<file path="config.mk">
export PLATFORM = sky130hd
export DESIGN_NAME = ready_queue_policy_selector
export DESIGN_NICKNAME = d
export VERILOG_FILES = /design/src/hdl/rqps_pkg.sv /design/src/hdl/rqps_ram.sv /design/src/hdl/ready_queue_policy_selector.sv
export SDC_FILE = /design/constraint.sdc
export NUM_CORES = 1
export LEC_CHECK = 0
export BUFFER_PORTS_ARGS = -buffer_cell sky130_fd_sc_hd__buf_2
export CORE_AREA = 4 4 281 283
export CTS_CLUSTER_DIAMETER = 200
export DETAILED_ROUTE_END_ITERATION = 6
export DIE_AREA = 0 0 285 287
export MAX_ROUTING_LAYER = met4
export PLACE_DENSITY = 0.76
export RECOVER_POWER = 100
export SLEW_MARGIN = 30
export SYNTH_ARGS = -nofsm -noshare
export SYNTH_HDL_FRONTEND = slang
export SYNTH_SLANG_ARGS = --single-unit
</file>
<file path="constraint.sdc">
create_clock -name clk -period 7.9 [get_ports clk]
set_clock_uncertainty 0.05 [all_clocks]
set_input_delay 1.185 -clock clk [delete_from_list [all_inputs] [get_ports clk]]
set_output_delay 1.185 -clock clk [all_outputs]
set_load 0.005 [all_outputs]
</file>
<file path="src/hdl/rqps_pkg.sv">
// Shared constants and helpers for the ready queue policy selector.
// Holds command, policy and status codes, default sizes and the priority refill map.
// No dependencies.
package rqps_pkg;

    localparam int QUEUE_DEPTH_DEF = 16;
    localparam int TIME_BITS_DEF   = 32;

    localparam int TIME_PORT_W = 32;
    localparam int PROC_W      = 6;
    localparam int REM_W       = 16;
    localparam int PRIO_W      = 3;
    localparam int OCC_W       = 5;

    localparam logic CMD_INSERT = 1'b0;
    localparam logic CMD_SELECT = 1'b1;

    localparam logic [1:0] POL_EARLIEST = 2'd0;
    localparam logic [1:0] POL_LATEST   = 2'd1;
    localparam logic [1:0] POL_SHORTEST = 2'd2;
    localparam logic [1:0] POL_PRIO     = 2'd3;

    localparam logic [1:0] ST_OK    = 2'd0;
    localparam logic [1:0] ST_EMPTY = 2'd1;
    localparam logic [1:0] ST_FULL  = 2'd2;

    localparam logic [PRIO_W-1:0] PRIO_MINUS_ONE = 3'b111;
    localparam logic [PRIO_W-1:0] PRIO_MAX       = 3'b011;

    // static priority minus one, clamped into the 3-bit signed range
    function automatic logic [PRIO_W-1:0] prio_refill(input logic [PRIO_W-1:0] stat);
        logic [PRIO_W-1:0] res;
        begin
            if (stat == '0)
            begin
                res = PRIO_MINUS_ONE;
            end
            else if (stat[PRIO_W-1])
            begin
                res = PRIO_MAX;
            end
            else
            begin
                res = stat - 1'b1;
            end
            return res;
        end
    endfunction

endpackage

</file>
<file path="src/hdl/rqps_ram.sv">
// Single write port, single registered read port queue entry memory.
// Used by the ready queue policy selector; no package dependencies.
module rqps_ram #(
    parameter int WIDTH = 60,
    parameter int DEPTH = 16
) (
    input  logic                     clk,
    input  logic                     wr_en,
    input  logic [$clog2(DEPTH)-1:0] wr_addr,
    input  logic [WIDTH-1:0]         wr_data,
    input  logic [$clog2(DEPTH)-1:0] rd_addr,
    output logic [WIDTH-1:0]         rd_data
);

    logic [WIDTH-1:0] mem [DEPTH];

    always_ff @(posedge clk)
    begin
        if (wr_en)
        begin
            mem[wr_addr] <= wr_data;
        end
    end

    always_ff @(posedge clk)
    begin
        rd_data <= mem[rd_addr];
    end

endmodule

</file>
<file path="src/hdl/ready_queue_policy_selector.sv">
// Ready queue of process entries with policy based select and removal.
// Depends on rqps_pkg and rqps_ram.
//
//  channel   handshake              payload
//  input     in_valid / in_stall    cmd proc_id ready_time remaining_time static_prio dyn_prio
//  output    out_valid / out_stall  status sel_proc_id sel_ready_time sel_dyn_prio
//                                   prio_reset occupancy
//  config    cfg_valid / cfg_ready  policy
//
// An insert writes the entry straight into the entry memory. A select with N entries
// reads them all to find the best index B, then moves the entries above B down one place;
// the priority policy adds a check pass over all entries first, and a refill rewrites every
// entry from index 0. The single read port of the entry memory reads one entry a cycle.
// in_stall is high from acceptance until the result is handed to the output register.
// A finished result waits in the output register while out_stall is high.
// Reset empties the queue and sets the policy to earliest first.
module ready_queue_policy_selector #(
    parameter int QUEUE_DEPTH = rqps_pkg::QUEUE_DEPTH_DEF,
    parameter int TIME_BITS   = rqps_pkg::TIME_BITS_DEF
) (
    input  logic                               clk,
    input  logic                               rst_n,
    input  logic                               in_valid,
    output logic                               in_stall,
    input  logic                               cmd,
    input  logic [rqps_pkg::PROC_W-1:0]        proc_id,
    input  logic [rqps_pkg::TIME_PORT_W-1:0]   ready_time,
    input  logic [rqps_pkg::REM_W-1:0]         remaining_time,
    input  logic [rqps_pkg::PRIO_W-1:0]        static_prio,
    input  logic signed [rqps_pkg::PRIO_W-1:0] dyn_prio,
    output logic                               out_valid,
    input  logic                               out_stall,
    output logic [1:0]                         status,
    output logic [rqps_pkg::PROC_W-1:0]        sel_proc_id,
    output logic [rqps_pkg::TIME_PORT_W-1:0]   sel_ready_time,
    output logic signed [rqps_pkg::PRIO_W-1:0] sel_dyn_prio,
    output logic                               prio_reset,
    output logic [rqps_pkg::OCC_W-1:0]         occupancy,
    input  logic                               cfg_valid,
    output logic                               cfg_ready,
    input  logic [1:0]                         policy
);

    localparam int TW = (TIME_BITS < rqps_pkg::TIME_PORT_W) ? TIME_BITS
                                                            : rqps_pkg::TIME_PORT_W;
    localparam int IW = $clog2(QUEUE_DEPTH);
    localparam int FW = $clog2(QUEUE_DEPTH + 1);
    localparam int DYN_LSB  = 0;
    localparam int ST_LSB   = DYN_LSB + rqps_pkg::PRIO_W;
    localparam int REM_LSB  = ST_LSB + rqps_pkg::PRIO_W;
    localparam int TIME_LSB = REM_LSB + rqps_pkg::REM_W;
    localparam int PROC_LSB = TIME_LSB + TW;
    localparam int EW       = PROC_LSB + rqps_pkg::PROC_W;

    typedef enum logic [4:0] {
        S_IDLE  = 5'b00001,
        S_CHECK = 5'b00010,
        S_SCAN  = 5'b00100,
        S_MOVE  = 5'b01000,
        S_DONE  = 5'b10000
    } state_t;

    state_t state_reg, state_next;
    logic [FW-1:0] fill_reg, fill_next;
    logic [FW-1:0] iss_reg, iss_next;
    logic          dv_reg, dv_next;
    logic [IW-1:0] di_reg, di_next;
    logic          all_low_reg, all_low_next;
    logic          rst_flag_reg, rst_flag_next;
    logic          is_sel_reg, is_sel_next;
    logic [1:0]    res_status_reg, res_status_next;
    logic [1:0]    policy_reg;

    logic [IW-1:0]                  best_idx_reg, best_idx_next;
    logic [rqps_pkg::PROC_W-1:0]    best_proc_reg, best_proc_next;
    logic [TW-1:0]                  best_time_reg, best_time_next;
    logic [rqps_pkg::REM_W-1:0]     best_rem_reg, best_rem_next;
    logic [rqps_pkg::PRIO_W-1:0]    best_dyn_reg, best_dyn_next;

    logic          out_valid_reg;
    logic [1:0]    status_reg;
    logic [rqps_pkg::PROC_W-1:0]      sel_proc_reg;
    logic [rqps_pkg::TIME_PORT_W-1:0] sel_time_reg;
    logic [rqps_pkg::PRIO_W-1:0]      sel_dyn_reg;
    logic          prio_reset_reg;
    logic [rqps_pkg::OCC_W-1:0]       occ_reg;

    logic          wr_en;
    logic [IW-1:0] wr_addr;
    logic [EW-1:0] wr_data;
    logic [IW-1:0] rd_addr;
    logic [EW-1:0] rd_data;

    logic                        in_acc;
    logic                        out_load;
    logic [FW-1:0]               last_fill;
    logic                        issuing;
    logic                        is_last;
    logic                        better;
    logic                        take;
    logic [FW-1:0]               mv_src;
    logic [rqps_pkg::PROC_W-1:0] r_proc;
    logic [TW-1:0]               r_time;
    logic [rqps_pkg::REM_W-1:0]  r_rem;
    logic [rqps_pkg::PRIO_W-1:0] r_st;
    logic [rqps_pkg::PRIO_W-1:0] r_dyn;
    logic [rqps_pkg::PRIO_W-1:0] r_eff;

    rqps_ram #(
        .WIDTH (EW),
        .DEPTH (QUEUE_DEPTH)
    ) u_ram (
        .clk     (clk),
        .wr_en   (wr_en),
        .wr_addr (wr_addr),
        .wr_data (wr_data),
        .rd_addr (rd_addr),
        .rd_data (rd_data)
    );

    assign in_stall  = (state_reg != S_IDLE);
    assign in_acc    = in_valid && !in_stall;
    assign cfg_ready = 1'b1;
    assign out_load  = (state_reg == S_DONE) && (!out_valid_reg || !out_stall);

    assign r_proc = rd_data[PROC_LSB +: rqps_pkg::PROC_W];
    assign r_time = rd_data[TIME_LSB +: TW];
    assign r_rem  = rd_data[REM_LSB +: rqps_pkg::REM_W];
    assign r_st   = rd_data[ST_LSB +: rqps_pkg::PRIO_W];
    assign r_dyn  = rd_data[DYN_LSB +: rqps_pkg::PRIO_W];
    assign r_eff  = rst_flag_reg ? rqps_pkg::prio_refill(r_st) : r_dyn;

    assign last_fill = fill_reg - 1'b1;
    assign is_last   = dv_reg && (FW'(di_reg) == last_fill);
    assign mv_src    = (iss_reg < FW'(best_idx_reg)) ? iss_reg : FW'(iss_reg + 1'b1);
    assign rd_addr   = (state_reg == S_MOVE) ? mv_src[IW-1:0] : iss_reg[IW-1:0];

    always_comb
    begin
        case (state_reg)
            S_CHECK, S_SCAN: issuing = (iss_reg < fill_reg);
            S_MOVE:          issuing = (iss_reg < last_fill);
            default:         issuing = 1'b0;
        endcase
    end

    always_comb
    begin
        case (policy_reg)
            rqps_pkg::POL_EARLIEST: better = (r_time < best_time_reg);
            rqps_pkg::POL_LATEST:   better = (r_time >= best_time_reg);
            rqps_pkg::POL_SHORTEST: better = (r_rem < best_rem_reg);
            default:                better = ($signed(r_eff) > $signed(best_dyn_reg));
        endcase
    end

    assign take = (di_reg == '0) || better;

    always_comb
    begin
        state_next      = state_reg;
        fill_next       = fill_reg;
        iss_next        = iss_reg;
        dv_next         = issuing;
        di_next         = iss_reg[IW-1:0];
        all_low_next    = all_low_reg;
        rst_flag_next   = rst_flag_reg;
        is_sel_next     = is_sel_reg;
        res_status_next = res_status_reg;
        best_idx_next   = best_idx_reg;
        best_proc_next  = best_proc_reg;
        best_time_next  = best_time_reg;
        best_rem_next   = best_rem_reg;
        best_dyn_next   = best_dyn_reg;
        wr_en           = 1'b0;
        wr_addr         = di_reg;
        wr_data         = {r_proc, r_time, r_rem, r_st, r_eff};

        if (issuing)
        begin
            iss_next = FW'(iss_reg + 1'b1);
        end

        case (state_reg)
            S_IDLE:
            begin
                if (in_acc)
                begin
                    state_next = S_DONE;
                    iss_next   = '0;
                    if (cmd == rqps_pkg::CMD_INSERT)
                    begin
                        is_sel_next = 1'b0;
                        if (fill_reg >= FW'(QUEUE_DEPTH))
                        begin
                            res_status_next = rqps_pkg::ST_FULL;
                        end
                        else
                        begin
                            res_status_next = rqps_pkg::ST_OK;
                            wr_en     = 1'b1;
                            wr_addr   = fill_reg[IW-1:0];
                            wr_data   = {proc_id, ready_time[TW-1:0], remaining_time,
                                         static_prio, dyn_prio};
                            fill_next = FW'(fill_reg + 1'b1);
                        end
                    end
                    else
                    begin
                        is_sel_next   = 1'b1;
                        rst_flag_next = 1'b0;
                        all_low_next  = 1'b1;
                        if (fill_reg == '0)
                        begin
                            res_status_next = rqps_pkg::ST_EMPTY;
                        end
                        else
                        begin
                            res_status_next = rqps_pkg::ST_OK;
                            state_next = (policy_reg == rqps_pkg::POL_PRIO) ? S_CHECK : S_SCAN;
                        end
                    end
                end
            end
            S_CHECK:
            begin
                if (dv_reg && !r_dyn[rqps_pkg::PRIO_W-1])
                begin
                    all_low_next = 1'b0;
                end
                if (is_last)
                begin
                    rst_flag_next = all_low_reg && r_dyn[rqps_pkg::PRIO_W-1];
                    iss_next      = '0;
                    state_next    = S_SCAN;
                end
            end
            S_SCAN:
            begin
                if (dv_reg && take)
                begin
                    best_idx_next  = di_reg;
                    best_proc_next = r_proc;
                    best_time_next = r_time;
                    best_rem_next  = r_rem;
                    best_dyn_next  = r_eff;
                end
                if (is_last)
                begin
                    iss_next   = rst_flag_reg ? '0 : FW'(best_idx_next);
                    state_next = S_MOVE;
                end
            end
            S_MOVE:
            begin
                if (dv_reg)
                begin
                    wr_en = 1'b1;
                end
                if (!issuing && !dv_reg)
                begin
                    fill_next  = last_fill;
                    state_next = S_DONE;
                end
            end
            S_DONE:
            begin
                if (out_load)
                begin
                    state_next = S_IDLE;
                end
            end
            default:
            begin
                state_next = S_IDLE;
            end
        endcase
    end

    always_ff @(posedge clk or negedge rst_n)
    begin
        if (!rst_n)
        begin
            state_reg     <= S_IDLE;
            fill_reg      <= '0;
            iss_reg       <= '0;
            dv_reg        <= 1'b0;
            policy_reg    <= rqps_pkg::POL_EARLIEST;
            out_valid_reg <= 1'b0;
        end
        else
        begin
            state_reg <= state_next;
            fill_reg  <= fill_next;
            iss_reg   <= iss_next;
            dv_reg    <= dv_next;
            if (cfg_valid && cfg_ready)
            begin
                policy_reg <= policy;
            end
            if (out_load)
            begin
                out_valid_reg <= 1'b1;
            end
            else if (!out_stall)
            begin
                out_valid_reg <= 1'b0;
            end
        end
    end

    always_ff @(posedge clk)
    begin
        di_reg         <= di_next;
        all_low_reg    <= all_low_next;
        rst_flag_reg   <= rst_flag_next;
        is_sel_reg     <= is_sel_next;
        res_status_reg <= res_status_next;
        best_idx_reg   <= best_idx_next;
        best_proc_reg  <= best_proc_next;
        best_time_reg  <= best_time_next;
        best_rem_reg   <= best_rem_next;
        best_dyn_reg   <= best_dyn_next;
        if (out_load)
        begin
            status_reg <= res_status_reg;
            occ_reg    <= rqps_pkg::OCC_W'(fill_reg);
            if (is_sel_reg && (res_status_reg == rqps_pkg::ST_OK))
            begin
                sel_proc_reg   <= best_proc_reg;
                sel_time_reg   <= rqps_pkg::TIME_PORT_W'(best_time_reg);
                sel_dyn_reg    <= best_dyn_reg;
                prio_reset_reg <= rst_flag_reg;
            end
            else
            begin
                sel_proc_reg   <= '0;
                sel_time_reg   <= '0;
                sel_dyn_reg    <= '0;
                prio_reset_reg <= 1'b0;
            end
        end
    end

    assign out_valid      = out_valid_reg;
    assign status         = status_reg;
    assign sel_proc_id    = sel_proc_reg;
    assign sel_ready_time = sel_time_reg;
    assign sel_dyn_prio   = sel_dyn_reg;
    assign prio_reset     = prio_reset_reg;
    assign occupancy      = occ_reg;

    a_fill_bound: assert property (@(posedge clk) disable iff (!rst_n)
        fill_reg <= FW'(QUEUE_DEPTH))
        else $error("queue fill count beyond depth");

    a_result_from_done: assert property (@(posedge clk) disable iff (!rst_n)
        $rose(out_valid) |-> $past(state_reg == S_DONE))
        else $error("result raised outside completion");

    a_error_zero: assert property (@(posedge clk) disable iff (!rst_n)
        (out_valid && (status != rqps_pkg::ST_OK)) |->
            ((sel_proc_id == '0) && (prio_reset == 1'b0)))
        else $error("error request carries selection data");

    a_reset_prio_only: assert property (@(posedge clk) disable iff (!rst_n)
        ((state_reg == S_MOVE) && rst_flag_reg) |-> (policy_reg == rqps_pkg::POL_PRIO))
        else $error("priority refill outside priority policy");

endmodule

</file>
---- After elaboration in Yosys (flattened, before gate mapping) ----
Memories as Yosys holds them, arrays and structs flattened. A register that Yosys moved wholly into a read port is not among the register bits.
Cells that the tools add are included.
word-level totals
  memories kept ........................... 1
  word-level logic and storage cells ...... 142
  bits in registers ....................... 138
  bits of input ports ..................... 68
  RAM bits ................................ 960
  output and inout bits ................... 52
cells by class
  reduce and logical (&&, ||, !) cells .... 30
  add/sub/neg operators ................... 4
  multiplexer cells ....................... 57
  $lt $le $gt $ge ......................... 8
  equality and inequality tests ........... 20
memory list
  name       words  bits a word  rd ports  clocked after Yosys merged registers in  wr ports  line            source
  u_ram.mem  16     60           1         1                                        1         rqps_ram.sv:15  logic [WIDTH-1:0] mem [DEPTH];
operator list
  cell                   count
  $mux W60               4
  $mux W5                15
  $ge A32 B32 Y1         1
  $lt A32 B32 Y1         1
  $mux W4                8
  $pmux W5 S5            1
  $lt A16 B16 Y1         1
  $mux W1                16
  $ne A2 B2 Y1 const B   8
  $pmux W5 S3            1
  $mux W3                4
  $add A5 B1 Y5 const B  2
  $lt A5 B5 Y1           2
  $pmux W5 S2            1
  $reduce_and A5 Y1      2
  $logic_and A1 B1 Y1    8
  $pmux W1 S2            4
  $reduce_and A4 Y1      2
  $logic_not A1 Y1       6
  $eq A4 B5 Y1           1
  $eq A5 B1 Y1 const B   1
  $eq A5 B2 Y1 const B   1
  $eq A5 B3 Y1 const B   1
  $eq A5 B4 Y1 const B   1
  20 further kinds       27

---- Logic depth before layout (Yosys ltp) ----
  word-level depth ........................ 12
  mapped depth ............................ 14
  gate-level depth less buffers ........... 13

---- By module ----
From an unflattened synthesis, not the netlist that was laid out.
unflattened totals
  cell total of the unflattened synthesis .. 2,304
  area total of the unflattened synthesis .. 44,761.7 um2
by module, submodules not included
  module                       area an instance (um2)  cells an instance  instances
  rqps_ram                     37,101.8                1,548              1
  ready_queue_policy_selector  7,659.8                 756                1

---- Worst setup path after synthesis ----
OpenSTA, ideal clock, no wires.
  path kind ............................... flip-flop to flip-flop
  from .................................... reg state_reg[4]
  to ...................................... mem u_ram.mem[4][0], enable pin
  buffers on the path ..................... 1
  required time ........................... 7,372 ps
  arrival time ............................ 4,784 ps
  setup time .............................. 478 ps
  setup slack ............................. 2,588 ps
  cell stages (with the launch flop) ...... 10
  cell sequence ........................... dfrtp_1 -> or3_4 -> nor3b_1 -> clkinv_1 -> nor2_1 -> nand3_1 -> clkbuf_1 -> nor3_1 -> a31oi_1 -> nor2_1
between the ends
  cells in the longest elaborated chain, start to end .. 7
  elaborated cells on any way between the ends .. 11
RTL lines
  item                           line                                source
  from (decl)                    ready_queue_policy_selector.sv:63   state_t state_reg, state_next;
  from (signal assigned)         ready_queue_policy_selector.sv:293  state_reg <= state_next;
  $ne A5 B1 Y1 *                 ready_queue_policy_selector.sv:121  assign in_stall = (state_reg != S_IDLE);
  via in_stall                   ready_queue_policy_selector.sv:24   output logic in_stall,
  $logic_not A1 Y1 *             ready_queue_policy_selector.sv:122  assign in_acc = in_valid && !in_stall;
  $logic_and A1 B1 Y1 *          ready_queue_policy_selector.sv:122
  $mux W1                        ready_queue_policy_selector.sv:187  if (in_acc)
  $pmux W1 S2                    ready_queue_policy_selector.sv:184  case (state_reg)
  $mux W1                        rqps_ram.sv:19                      if (wr_en)
  $mux W1 (implied by the code)  rqps_ram.sv:21                      mem[wr_addr] <= wr_data;
  to (decl)                      rqps_ram.sv:15
The timed path passes the listed nets; every way through them passes the cells marked *.

---- Final worst setup path ----
  from .................................... reg state_reg[4]
  to ...................................... mem u_ram.mem[10][23], data pin
between the ends
  cells in the longest elaborated chain, start to end .. 5
  elaborated cells on any way between the ends .. 6
RTL lines
  item                   line                                source
  $ne A5 B1 Y1           ready_queue_policy_selector.sv:121
  $logic_not A1 Y1       ready_queue_policy_selector.sv:122
  $logic_and A1 B1 Y1    ready_queue_policy_selector.sv:122
  $mux W60               ready_queue_policy_selector.sv:187
  $mux W60 *             ready_queue_policy_selector.sv:184
  via u_ram.wr_data[23]  rqps_ram.sv:10                      input logic [WIDTH-1:0] wr_data,
Marked as above.

==> results.json <==
{
  "place_area_um2": 47400,
  "hpwl_um": 67400,
  "synth_area_um2": 45600,
  "yosysTopAreaCell": "edfxtp_1",
  "slowest_stage": "clkbuf_1",
  "finalMaxSlewViolations": 302,
  "coreArea_um2": 76700,
  "internal_power_mw": 12.2,
  "initial_core_util_pct": 59.5,
  "drcViolationCount": 1,
  "largest_reg_flops": 960,
  "start_kind": "register",
  "reg_top3": "u_ram.mem x960, u_ram.rd_data x60",
  "yosysSeqAreaShare_pct": 74.6,
  "worstPathMaxFanout": 34,
  "worstHoldEndpoint": "best_proc_reg[5]",
  "peakVddDrop_v": 0.000277,
  "r2r_slack_ns": 1.49,
  "critPathArrivalTime_ns": 6.76,
  "holdWs_ns": 0.404,
  "path_cells": "or3_1 -> nor3b_1 -> clkinv_1 -> nor4_1 -> clkbuf_1 -> clkbuf_1 -> nand2_1 -> nand2_1",
  "io_buffers": 118,
  "cts_resized": 0,
  "io_pins": 120,
  "syn_to_final_growth_pct": 11.6,
  "async_flop_share_pct": 1.64,
  "max_freq_ghz": 0.156,
  "grt_overflow": 0,
  "switchingPower_mw": 5.81,
  "die_x_um": 285,
  "hold_path_class": "register to register",
  "die_h_um": 287,
  "htreeDepth": 3,
  "synth_seq_cells": 1158,
  "crit_start": "state_reg[4]",
  "finish.instance_area_um2": 50900,
  "setup_violations": 0,
  "netlist_instances": 3039,
  "wl_um": 120000,
  "synth-edff-count": 1075,
  "rsz0062_at_grt": "false",
  "top_register": "u_ram.mem",
  "period_needed_ns": 6.41,
  "clkLatencyLatePin_ns": 0.67,
  "layout-drive-gt1-share_pct": 10.6,
  "layout_common_cells": "1,075 x edfxtp_1, 357 x a221oi_1, 207 x nand3_1",
  "cts_tree": "yes",
  "p_leak_nw": 16.9,
  "worst_setup_path_end_kind": "register",
  "grt_pass1_wl_um": 179000,
  "hold_start": "u_ram.rd_data[59]",
  "cts-root-buf": "clkbuf_16",
  "ff2ff_path_depth": 8,
  "vias": 29347,
  "drt_iter0_markers": 4420,
  "combPwrFrac_pct": 23.9,
  "antenna_found_initial": 2,
  "nFillCells": 4952,
  "p_per_area_nw_per_um2": 353,
  "dr.pass1.iters": 7,
  "hold_violations": 0,
  "post-route-period-util_pct": 81.1,
  "cp.required_ns": 8.25,
  "dieArea_um2": 81800,
  "synthTopCellsByArea": "edfxtp_1 71%, a221oi_1 6.9%, dfxtp_1 2.8%",
  "avgSynthCellArea_um2": 15.0,
  "finalNonFillerCells": 4235,
  "cts_buffers": 108,
  "postCtsSetupRepairBufs": 0,
  "ys_types": 74,
  "setup.worst_path.class": "register to register",
  "violations": "DRC, capacitance limit, slew limit",
  "ant_nets": 0,
  "setup-tns-final_ns": 0,
  "pwr-share-clk_pct": 29.1,
  "synth_ff_type": "edfxtp_1",
  "holdBufCountCts": 0,
  "timing.rr.end": "u_ram.mem[10][23]",
  "netSwitchingFraction_pct": 32.3,
  "maxCapViolations": 7,
  "crit_family": "buffers and inverters",
  "max_slew_margin_pct": -91.5,
  "layout.nets": 3237,
  "cts_max_path_buffers": 3,
  "outcome": "finished, violations left",
  "synth.top_cell.area_share_pct": 70.8,
  "place.gp.congestion": 0.864,
  "grt_pass1_vias": 29050,
  "power.share.sequential_pct": 47.0,
  "track_usage_pct": 29.6,
  "worst_pin_slew_ns": 2.87,
  "critical-path-max-stage-delay_ns": 1.65,
  "dp_cells": 4027,
  "clk_pin_slew_ns": 0.06,
  "utilization_pct": 66.4,
  "layout_commonest_cell": "edfxtp_1",
  "synth_warnings": 0,
  "num_rows": 102,
  "wire_per_inst_um": 28.3,
  "cts.sink_count": 1158,
  "path_buf_inv": 3,
  "syn-num-nets": 3173,
  "viasPerCell": 6.93,
  "grt_start_max_net_pins": 208,
  "r2r-start": "state_reg[4]",
  "hold_path_depth": 0
}
-- power by group through the flow --
stage	registers, mW	logic (mW)	clock network [mW]
floorplan	8.33	2.73	0
global placement	8.54	4.03	0
detailed placement	8.56	4.21	0
CTS	8.43	4.23	5.25
global route	8.48	4.61	5.53
finish	8.46	4.30	5.23
-- metal layers --
metal	vias up	track usage (%)	wire (µm)
met2	2046	46.0	56800
li1	12400	-	-
met1	14592	39.5	44800
met3	309	5.73	13700
met5	-	-	0
met4	0	11.1	4490
-- through the flow --
| step | setup slack [ns] | total power, mW |
|---|---|---|
| 2_1_floorplan | 2.59 | 11.1 |
| 3_3_place_gp | 2.44 | 12.6 |
| 3_5_place_dp | 2.31 | 12.8 |
| 4_1_cts | 2.26 | 17.9 |
| 5_1_grt | 1.20 | 18.6 |
| 6_report | 1.49 | 18.0 |
-- cell families after synthesis --
| logic type | count (synthesis) | synth area share (%) |
|---|---|---|
| xor gates and xnor gates | 14 | 0.299 |
| and+or+nand+nor | 812 | 8.88 |
| AOI/OAI and AO/OA | 677 | 11.6 |
| buffers and inverters | 307 | 2.74 |
| adders and majority gates | 66 | 1.81 |
| other | 1 | 0.00822 |
| muxes | 4 | 0.0960 |
| DFF | 1158 | 74.6 |
-- synthesized netlist by cell type, drive strengths merged, types with 61 or more instances --
master	n
dfxtp	64
nand2	201
nand3	207
inv	77
ha	66
a21o	66
edfxtp	1075
nor3	191
clkbuf	181
a31oi	75
a221oi	357
o21ai	88
or4	61
-- worst register-to-register path: cells and delay by family, from the launching register on --
family / cells / cell delay (ns)
buffers and inverters: 3 / 3.49
DFF: 1 / 0.45
and+or+nand+nor: 5 / 2.16
-- worst max-delay path by stage --
| stage | end | slack (ns) | depth (start not counted) |
|---|---|---|---|
| finish | u_ram.mem[10][23] | 1.49 | 8 |
| global route | u_ram.mem[3][53] | 1.20 | 10 |
| CTS | u_ram.mem[5][52] | 2.26 | 9 |
| detailed placement | u_ram.mem[5][44] | 2.31 | 9 |
| global placement | u_ram.mem[5][44] | 2.44 | 9 |
| floorplan | u_ram.mem[4][0] | 2.59 | 9 |
-- area by class of cell --
cell class,instances,area [µm²],share of cell area [%]
well taps,1040,1300,2.56
flip-flops and latches,1158,34000,66.8
multi-input cells,1574,10600,20.7
diodes,2,5.00,0.00983
repair buffers,183,1150,2.25
clock inverters,61,636,1.25
clock buffers,139,2940,5.77
inverters,78,293,0.575
Note: power is estimated with default switching activity, not from simulation.
